## config.mk

```make
export PLATFORM = sky130hd
export DESIGN_NAME = hhc_topk
export DESIGN_NICKNAME = d
export VERILOG_FILES = /design/src/design/hhc_pkg.sv /design/src/design/hhc_topk.sv
export SDC_FILE = /design/constraint.sdc
export NUM_CORES = 1
export LEC_CHECK = 0
export ABC_AREA = 0
export BUFFER_PORTS_ARGS = -buffer_cell sky130_fd_sc_hd__buf_4
export CAP_MARGIN = 10
export CORE_MARGIN = 5
export CORE_UTILIZATION = 55
export DETAILED_ROUTE_END_ITERATION = 16
export PLACE_DENSITY = 0.73
export SYNTH_ARGS = -nofsm -noshare
export SYNTH_HDL_FRONTEND = slang
export SYNTH_SLANG_ARGS = --single-unit
```

## constraint.sdc

```tcl
create_clock -name clk -period 7.25 [get_ports clk]
set_input_delay 1.45 -clock clk [delete_from_list [all_inputs] [get_ports clk]]
set_output_delay 1.45 -clock clk [all_outputs]
set_load 0.01 [all_outputs]
```

## src/design/hhc_pkg.sv

```systemverilog
`timescale 1ns / 1ps
// ----------------------------------------------------------------------------
// hhc_pkg: shared types and constants of the hashed hit counter
// Table geometry, status codes, slot word layout and sequencer states.
// ----------------------------------------------------------------------------
package hhc_pkg;

  localparam int TABLE_DEPTH = 1024;
  localparam int TOP_K       = 10;
  localparam int HOME_SHIFT  = 3;
  localparam int ADDR_W      = $clog2(TABLE_DEPTH);
  localparam int OCC_W       = ADDR_W + 1;
  localparam int KC_W        = $clog2(TOP_K + 1);
  localparam int KI_W        = (TOP_K > 1) ? $clog2(TOP_K) : 1;
  localparam int CNT_W       = 32;
  localparam int KEY_W       = 16;

  localparam logic [1:0] STAT_RECORDED = 2'd0;
  localparam logic [1:0] STAT_FULL     = 2'd1;
  localparam logic [1:0] STAT_EMPTY    = 2'd2;
  localparam logic [1:0] STAT_ENTRY    = 2'd3;

  localparam logic FUNC_RECORD = 1'b0;

  typedef struct packed {
    logic             valid;
    logic [KEY_W-1:0] file;
    logic [KEY_W-1:0] line;
    logic [CNT_W-1:0] count;
  } slot_t;

  typedef struct packed {
    logic              clr;
    logic              ins;
    logic [CNT_W-1:0]  cnt;
    logic [ADDR_W-1:0] slot;
  } topk_cmd_t;

  typedef enum logic [3:0] {
    S_CLEAR,
    S_IDLE,
    S_REC_RD,
    S_REC_CHK,
    S_SCAN_RD,
    S_SCAN_CHK,
    S_SCAN_INS,
    S_OUT_SEL,
    S_OUT_RD,
    S_OUT_LAT,
    S_OUT
  } state_t;

endpackage

```

## src/design/hhc_topk.sv

```systemverilog
`timescale 1ns / 1ps
// ----------------------------------------------------------------------------
// hhc_topk: sorted top-K list with iterative insertion
// One comparator walks the list from the tail, one position per cycle.
// ----------------------------------------------------------------------------
module hhc_topk
  import hhc_pkg::*;
(
  input  logic              clk,
  input  logic              rst_n,
  input  topk_cmd_t         cmd,
  input  logic [KI_W-1:0]   rd_idx,
  output logic              busy,
  output logic [KC_W-1:0]   used,
  output logic [CNT_W-1:0]  rd_cnt,
  output logic [ADDR_W-1:0] rd_slot
);

  logic [CNT_W-1:0]  top_cnt_r  [TOP_K];
  logic [ADDR_W-1:0] top_slot_r [TOP_K];
  logic              busy_r;
  logic [KC_W-1:0]   used_r;
  logic [KC_W-1:0]   pos_r;
  logic [CNT_W-1:0]  cand_cnt_r;
  logic [ADDR_W-1:0] cand_slot_r;
  logic [KI_W-1:0]   ridx;
  logic              cmp_gt;
  logic              pos_in;

  assign ridx    = busy_r ? KI_W'(pos_r - 1'b1) : rd_idx;
  assign cmp_gt  = (pos_r != '0) && (cand_cnt_r > top_cnt_r[ridx]);
  assign pos_in  = pos_r < KC_W'(TOP_K);
  assign busy    = busy_r;
  assign used    = used_r;
  assign rd_cnt  = top_cnt_r[ridx];
  assign rd_slot = top_slot_r[ridx];

  always_ff @(posedge clk) begin
    if (!rst_n) begin
      busy_r <= 1'b0;
      used_r <= '0;
    end else begin
      if (cmd.clr) begin
        used_r <= '0;
      end
      if (cmd.ins) begin
        busy_r <= 1'b1;
      end else if (busy_r && !cmp_gt) begin
        busy_r <= 1'b0;
        if (used_r < KC_W'(TOP_K)) begin
          used_r <= used_r + 1'b1;
        end
      end
    end
  end

  always_ff @(posedge clk) begin
    if (cmd.ins) begin
      cand_cnt_r  <= cmd.cnt;
      cand_slot_r <= cmd.slot;
      pos_r       <= used_r;
    end else if (busy_r) begin
      if (cmp_gt) begin
        if (pos_in) begin
          top_cnt_r[KI_W'(pos_r)]  <= top_cnt_r[ridx];
          top_slot_r[KI_W'(pos_r)] <= top_slot_r[ridx];
        end
        pos_r <= pos_r - 1'b1;
      end else if (pos_in) begin
        top_cnt_r[KI_W'(pos_r)]  <= cand_cnt_r;
        top_slot_r[KI_W'(pos_r)] <= cand_slot_r;
      end
    end
  end

endmodule

```

---- Word level (Yosys, flattened, before mapping) ----
Memory sizes are Yosys's and may differ from the RTL's.
Index checks and enable logic that the tools add are counted.
word-level totals
  memory bits (writable) .................. 420
  word-level logic and storage cells ...... 43
  output and inout port bits .............. 47
  flip-flop bits (word level) ............. 51
  input port bits ......................... 50
  memories kept ........................... 2
memories
  memory      words  bits a word  read ports  clocked after Yosys merged registers in  write ports  RTL line        source
  top_cnt_r   10     32           1           0                                        1            hhc_topk.sv:19  logic [CNT_W-1:0] top_cnt_r [TOP_K];
  top_slot_r  10     10           1           0                                        1            hhc_topk.sv:20  logic [ADDR_W-1:0] top_slot_r [TOP_K];
cells by class
  bitwise operators ....................... 2
  muxes and demuxes ....................... 21
  add/subtract/negate cells ............... 2
  order comparisons ....................... 3
  reduce and logical (&&, ||, !) cells .... 8
operator list
  operator                                                             count
  32-bit > comparator                                                  1
  32-bit 2-to-1 mux                                                    1
  4-bit 2-to-1 mux                                                     8
  1-bit 2-to-1 mux                                                     11
  10-bit 2-to-1 mux                                                    1
  4-bit less-than comparator (second input constant)                   2
  2-bit nonzero test                                                   3
  4-bit by 1-bit adder with 4-bit output (second input constant)       1
  4-bit nonzero test                                                   1
  4-bit by 1-bit subtractor with 4-bit output (second input constant)  1
  1-bit logical AND                                                    2
  1-bit bitwise OR                                                     2
  2-bit AND reduction                                                  1
  1-bit logical NOT                                                    1

---- Logic depth before layout (Yosys ltp) ----
Gate-level depths: netlist of the first run.
An unclocked memory read counts as a cell.
  word-level depth ........................ 10
  mapped depth ............................ 18
  mapped depth without buffers ............ 15

---- Worst setup path after synthesis of the first run ----
No wires, ideal clock.
  kind .................................... input port to flip-flop
  start ................................... input port rd_idx[1]
  end ..................................... memory top_cnt_r[0][0], data pin
  arrival time ............................ 5,101 ps
  stages on the path ...................... 17
  data required time ...................... 6,979 ps
  slack ................................... 1,878 ps
  setup time .............................. 271 ps
  buffers on the path ..................... 4
  cell sequence ........................... or2_1 > clkbuf_1 > nand2_1 > buf_2 > clkbuf_1 > a211oi_1 > a311oi_1 > o31a_1 > inv_1 > ha_1 > a21oi_1 > nand2_1 > a221oi_1 > a21boi_4 > nor4b_4 > buf_6 > mux2_4
on the way
  longest elaborated chain between the ends .. 9
ends and longest elaborated chain
  what                                    RTL line        source
  start, declared                         hhc_topk.sv:12  input logic [KI_W-1:0] rd_idx,
  4-bit 2-to-1 mux                        hhc_topk.sv:30  assign ridx = busy_r ? KI_W'(pos_r - 1'b1) : rd_idx;
  memory 10 x 32 bit                      --
  named net rd_cnt[30]                    hhc_topk.sv:15  output logic [CNT_W-1:0] rd_cnt,
  32-bit > comparator                     hhc_topk.sv:31  assign cmp_gt = (pos_r != '0) && (cand_cnt_r > top_cnt_r[ridx]);
  1-bit logical AND                       hhc_topk.sv:31
  1-bit 2-to-1 mux                        hhc_topk.sv:63  if (cmp_gt) begin
  1-bit 2-to-1 mux                        hhc_topk.sv:62  end else if (busy_r) begin
  1-bit 2-to-1 mux                        hhc_topk.sv:58  if (cmd.ins) begin
  1-bit 2-to-1 mux (not written as such)  hhc_topk.sv:70  top_cnt_r[KI_W'(pos_r)] <= cand_cnt_r;
  32-bit 2-to-1 mux (no line)             --
  end, declared                           hhc_topk.sv:19
The timed path passes the listed nets, and every way through them passes these cells.

---- Final worst setup path of the first run ----
  start ................................... register pos_r[0]
  end ..................................... memory top_slot_r[4][9] (netlist name), data pin
on the way
  longest elaborated chain between the ends .. 10
  elaborated cells between the ends (all ways) .. 14
  those cells by class .................... add/sub (1); order compare (2); mux (7); reduce/logical (2); memory (2)
ends and longest elaborated chain
  what                                         RTL line        source
  start, declared                              hhc_topk.sv:23  logic [KC_W-1:0] pos_r;
  start signal, assigned                       hhc_topk.sv:61  pos_r <= used_r;
  start signal, assigned                       hhc_topk.sv:68  pos_r <= pos_r - 1'b1;
  4-bit by 1-bit subtractor with 4-bit output  hhc_topk.sv:30
  4-bit 2-to-1 mux                             hhc_topk.sv:30
  memory 10 x 32 bit                           --
  32-bit > comparator                          hhc_topk.sv:31
  1-bit logical AND                            hhc_topk.sv:31
  1-bit 2-to-1 mux                             hhc_topk.sv:63
  1-bit 2-to-1 mux                             hhc_topk.sv:62
  1-bit 2-to-1 mux                             hhc_topk.sv:58
  1-bit 2-to-1 mux (not written as such)       hhc_topk.sv:71  top_slot_r[KI_W'(pos_r)] <= cand_slot_r;
  10-bit 2-to-1 mux (no line) *                --
  end, declared                                hhc_topk.sv:20
Mark *: on every way between the ends. The rest lies on a longest branch, timed or not.

==> out/metrics.yaml, run 1 <==
r2r_setup_slack_ns: 1.05
cts_max_level: 2
synth_top_cell_by_area: "edfxtp_1"
drt-initial-drc-count: 1121
path_max_fanout: 35
ys_seq_elements: 471
slew_viol_final: 0
dieArea_um2: 40020
ir_worst_vdd_mv: 0.2078
vias: 12420
cp-start-kind: "register"
busiest_layer: "met2"
min_path_type: "reg2reg"
cts_buffers: 47
avgSynthCellArea_um2: 14.36
yosysWarnings: 0
hp-start: "used[0]"
clk_latency_ns: 0.58
post_cts_buffers: 0
drive_above_1_share_pct: 16.83
synth_top_area_share_pct: 70.44
synthTopCellsByArea: "edfxtp_1 70%, nand2_1 5.0%, a311oi_1 3.7%"
io_buffers: 96
rows: 69
core_um2: 35660
r2r_start: "pos_r[0]"
tightest_slew_ns: 1.276
worst_hold_path.endpoint: "used[0]"
synthFlopType: "edfxtp_1"
critPathKind: "reg2reg"
syn_inst: 1383
powerDensity_nw_per_um2: 299.5
die_h_um: 200.1
io_pins: 97
synth.distinct_cells: 49
holdBufCountCts: 0
antenna_found_initial: 0
met2_usage_pct: 38.45
finalHoldViolCount: 0
leakagePower_nw: 8.006
worst_r2r_path_depth: 17
end_kind: "register"
final-setup-viol-count: 0
hold_ws_ns: 0.5688
cts-root-buf: "clkbuf_16"
grt_max_degree: 163
met1_usage_pct: 35.38
drv_cap: 0
grt_use_met3_pct: 4.515
synthArstFlopShare_pct: 0
critPathRequiredTime_ns: 7.54
yosysMostFrequentCell: "edfxtp_1"
dr.pass1.iters: 5
grt_pass1_wl_um: 73270
initial_utilization_pct: 55.71
dp_slack_ns: 0.7065
finalCriticalPeriod_ns: 6.197
dp_hpwl_um: 26060
relSlewSlack_pct: 14.96
wire_per_inst_um: 24.67
drc_errors: 0
routed_wl_um: 48300
synth_area_um2: 19870
overflow: 0
fin_skew_ns: 0.02301
fin_util_pct: 63.45
cts_sinks: 471
area_growth_pct: 13.88
place_congestion: 0.7863
cts_resized: 0
max_freq_ghz: 0.1614
grtUsageTotal_pct: 24.23
grt_pass1_vias: 12310
ys_seq_area_share_pct: 70.95
synth_edf_count: 466
status: "finished clean"
nets: 1548
worst_slack_ns: 1.053
clk_pin_slew_ns: 0.06
rsz0062_at_grt: "no"
r2r_end: "top_slot_r[4][9]"
syn-num-nets: 1470
max-clock-path-buffers: 3
synth_common_cells: "466 x edfxtp_1, 267 x nand2_1, 87 x and3_1, 84 x a211oi_1, 84 x a311oi_1"
timing.final.crit_share_pct: 85.48
critPathArrivalTime_ns: 6.49
cts_tree: "yes"
tns_ns: 0
dieWidth_um: 200.1
drtAntennaViolNets: 0
n_fill_cell: 2531
via_per_inst: 6.342
num_antenna_cells: 0
min_path_cells: 2
[stage by stage]
step	total power, mW	instance area, µm²	instances
2_1_floorplan	4.071	19870	1383
6_report	6.776	22620	1958
3_3_place_gp	4.494	21170	1873
5_1_grt	7.041	22620	1958
4_1_cts	6.789	22620	1958
3_5_place_dp	4.532	21170	1873
[logic make-up after synthesis]
logic type      after synthesis  share of synthesized area, %
fa+ha+maj                    37                         2.330
xor+xnor                      2                       0.08819
flops                       471                         70.95
mux                          47                         3.395
compound gates              252                         10.19
buf+inv                     134                         2.734
simple gates                440                         10.32
[final cells by class]
cell class	instances	area, µm²	share of cell area, %
Clock buffer	57	1224	5.409
Clock inverter	28	225.2	0.9955
Inverter	39	146.4	0.6471
Multi-Input combinational cell	778	5314	23.49
Sequential cell	471	14090	62.30
Tap cell	461	576.8	2.550
Timing Repair Buffer	124	1044	4.613
[state kept, by name, summed over array words and instances, names as in the netlist]
name         count
cand_slot_r     10
top_cnt_r      320
used             4
top_slot_r     100
cand_cnt_r      32
busy             1
pos_r            4
[layout by cell type (no fill, tap or decap), drive strengths merged, types with 3 or more instances in the layout]
cell      Yosys  final
edfxtp      466    466
nand2       268    268
buf          22    124
and3         87     87
a211oi       84     84
a311oi       84     84
clkbuf       73     57
nand3        44     44
mux2         43     43
o31a         42     42
inv          39     40
ha           37     37
clkinv        0     22
a21oi        16     16
o21ai        10     10
and2          9      9
nand4         8      8
dfxtp         5      5
nor2          4      4
nor3          4      4
mux2i         4      4
nor4          3      3
clkinvlp      0      3
[worst max-delay path by stage]
stage,startpoint,endpoint,depth (start not counted)
final,pos_r[0],top_slot_r[4][9],17
after global routing,pos_r[0],top_slot_r[7][9],17
after CTS,pos_r[0],top_slot_r[7][9],17
after detailed placement,rd_idx[1],top_slot_r[7][9],16
after global placement,rd_idx[1],top_slot_r[6][9],16
after floorplan,rd_idx[1],top_cnt_r[0][0],17
[critical path, cell delays in order (launching register included)]
cell and delay (ns):
edfxtp_1 0.47, inv_1 0.22, ha_1 0.30, nand2_2 0.43, and2_2 0.60, buf_12 0.29
nand2_1 0.08, a311oi_1 0.35, o31a_1 0.30, inv_1 0.08, ha_1 0.30, nand4_1 0.22
nor4_1 0.55, a21oi_1 0.23, a21boi_4 0.24, nor4b_4 0.44, buf_12 0.27, mux2_2 0.45
[power by group]
part / internal, mW / total (mW) / switching [mW]
registers: 3.23 / 3.27 / 0.0339
logic: 0.446 / 1.22 / 0.771
clock network: 1.28 / 2.29 / 1.01
total: 4.96 / 6.78 / 1.82
[routing by layer]
metal  wire [µm]  vias up
li1            -     5525
met1       20150     6231
met2       22970      572
met3        4072       89
met4        1107        0
met5           0        -
No activity file was read; power rests on OpenSTA's default activity.
==> run 2, diff against run 1 <==
--- a/config.mk
+++ b/config.mk
@@ -8,10 +8,10 @@
 export ABC_AREA = 0
 export BUFFER_PORTS_ARGS = -buffer_cell sky130_fd_sc_hd__buf_4
 export CAP_MARGIN = 10
-export CORE_MARGIN = 5
-export CORE_UTILIZATION = 55
+export CORE_MARGIN = 4
+export CORE_UTILIZATION = 50
 export DETAILED_ROUTE_END_ITERATION = 16
-export PLACE_DENSITY = 0.73
+export PLACE_DENSITY = 0.67
 export SYNTH_ARGS = -nofsm -noshare
 export SYNTH_HDL_FRONTEND = slang
 export SYNTH_SLANG_ARGS = --single-unit
==> run 2 against run 1 <==
Net effect: combinational power about the same; clock power is 4% higher; flip-flop and latch count unchanged; clock skew is 0.0085 ns lower; setup slack improved by 0.33 ns; design area grew 0.47%; critical path type unchanged; largest cell class unchanged; largest power group unchanged; highest routed layer unchanged.
==> out/metrics.yaml, run 2 (synthesis gave the netlist of run 1 again) <==
status: "finished clean"  # unchanged
wire_per_inst_um: 24.16  # was 24.67 µm
drive_above_1_share_pct: 17.19  # was 16.83%
timing.final.crit_share_pct: 80.90  # was 85.48%
holdBufCountCts: 0  # unchanged
layout_commonest_cell: "edfxtp_1"  # unchanged
powerDensity_nw_per_um2: 302.2  # was 299.5 nW/µm²
final-setup-viol-count: 0  # unchanged
n_fill_cell: 3000  # was 2,531
dr.pass1.iters: 7  # was 5
antenna_found_initial: 0  # unchanged
fin_skew_ns: 0.01451  # was 0.02301 ns
finalHoldViolCount: 0  # unchanged
area_growth_pct: 14.42  # was 13.88%
rows: 72  # was 69
grtUsageTotal_pct: 22.01  # was 24.23%
drv_cap: 0  # unchanged
largest_reg_flops: 320  # unchanged
tightest_slew_ns: 0.9232  # was 1.276 ns
leakagePower_nw: 8.049  # was 8.006 nW
cts_tree: "yes"  # unchanged
rsz0062_at_grt: "no"  # unchanged
place_congestion: 0.7987  # was 0.7863
cp-start-kind: "register"  # unchanged
die_h_um: 207.3  # was 200.1 µm
critPathKind: "reg2reg"  # unchanged
dp_slack_ns: 0.9401  # was 0.7065 ns
post_cts_buffers: 0  # unchanged
drtAntennaViolNets: 0  # unchanged
dieWidth_um: 207.3  # was 200.1 µm
critPathRequiredTime_ns: 7.55  # was 7.54 ns
dp_hpwl_um: 25350  # was 26,060 µm
io_pins: 97  # unchanged
clk_pin_slew_ns: 0.06  # about the same
finalCriticalPeriod_ns: 5.865  # was 6.197 ns
tns_ns: 0  # unchanged
vias: 12140  # was 12,420
cts_resized: 0  # unchanged
via_per_inst: 6.033  # was 6.342
io_buffers: 96  # unchanged
dieArea_um2: 42980  # was 40,020 µm²
r2r_setup_slack_ns: 1.39  # was 1.05 ns
clk_latency_ns: 0.57  # was 0.58 ns
relSlewSlack_pct: 38.46  # was 14.96%
grt_pass1_wl_um: 72960  # was 73,270 µm
min_path_type: "reg2reg"  # unchanged
path_max_fanout: 76  # was 35
initial_utilization_pct: 50.93  # was 55.71%
cts_buffers: 47  # unchanged
max-clock-path-buffers: 3  # unchanged
grt_max_degree: 129  # was 163
routed_wl_um: 48630  # was 48,300 µm
grt_pass1_vias: 11900  # was 12,310
worst_slack_ns: 1.385  # was 1.053 ns
max_freq_ghz: 0.1705  # was 0.1614 GHz
cts-root-buf: "clkbuf_16"  # unchanged
slew_viol_final: 0  # unchanged
ir_worst_vdd_mv: 0.1856  # was 0.2078 mV
cts_sinks: 471  # unchanged
cts_max_level: 2  # unchanged
most-common-layout-cells: "466 x edfxtp_1, 265 x nand2_1, 116 x buf_4"  # was 466 x edfxtp_1, 265 x nand2_1, 115 x buf_4
drt-initial-drc-count: 1218  # was 1,121
end_kind: "register"  # unchanged
core_um2: 39010  # was 35,660 µm²
largest_register: "top_cnt_r"  # unchanged
drc_errors: 0  # unchanged
overflow: 0  # unchanged
top_regs: "top_cnt_r: 320 flops, top_slot_r: 100 flops, cand_cnt_r: 32 flops"  # unchanged
critPathArrivalTime_ns: 6.17  # was 6.49 ns
nets: 1547  # was 1,548
num_antenna_cells: 0  # unchanged
-- run 2: power by group --
group	leakage (nW)	switching (mW)	internal, mW
clock network	0.753	0.990	1.40
logic	3.03	0.771	0.442
registers	4.27	0.0320	3.23
-- run 2: final timing paths --
check | startpoint | to | depth (start not counted)
hold reg to reg | used[0] | used[0] | 2
setup / recovery | pos_r[0] | top_cnt_r[4][24] | 18
setup reg to reg | pos_r[0] | top_cnt_r[4][24] | 18
hold / removal | used[0] | used[0] | 2
-- run 2: layout make-up --
cell class              count  area (µm²)  area share [%]
clock buffers              53        1241           5.461
clock inverters            31       272.8           1.200
inverters                  39       146.4          0.6441
multi-input cells         778        5316           23.39
flip-flops and latches    471       14090           62.01
well taps                 518       648.1           2.851
repair buffers            123        1011           4.448
-- run 2: critical path, stage by stage, from the launching register on --
cell and delay (ns):
edfxtp_1 0.46, inv_1 0.23, ha_1 0.31, nand2_2 0.12, buf_4 0.56, nand2_4 0.15, buf_12 0.24, a211oi_1 0.29
a311oi_1 0.08, o31a_1 0.39, inv_1 0.08, ha_1 0.17, nand4_1 0.25, nor4_1 0.62, a21oi_1 0.15, a21boi_4 0.20
nor4b_4 0.39, buf_4 0.41, mux2_4 0.39
-- run 2: per-stage QoR --
step | area, µm² | total power, mW | hold WS [ns] | util (%) | std cells
finish | 22730 | 6.868 | 0.5594 | 58.27 | 2013
global route | 22730 | 7.135 | 0.6147 | 58.27 | 2013
CTS | 22730 | 6.908 | 0.5744 | 58.27 | 2013
detailed placement | 21220 | 4.534 | 0.5608 | 54.39 | 1929
global placement | 21220 | 4.508 | 0.5513 | 54.39 | 1929
floorplan | 19870 | 4.071 | 0.5461 | - | 1383
-- run 2: layer usage --
layer,vias up,GRT usage (%),routed length (µm),share of wire [%]
li1,5519,-,-,-
met1,6043,31.63,20790,43
met2,505,35.03,22830,47
met3,77,3.551,3936,8.1
met4,0,6.749,1076,2.2
met5,-,0,0,0
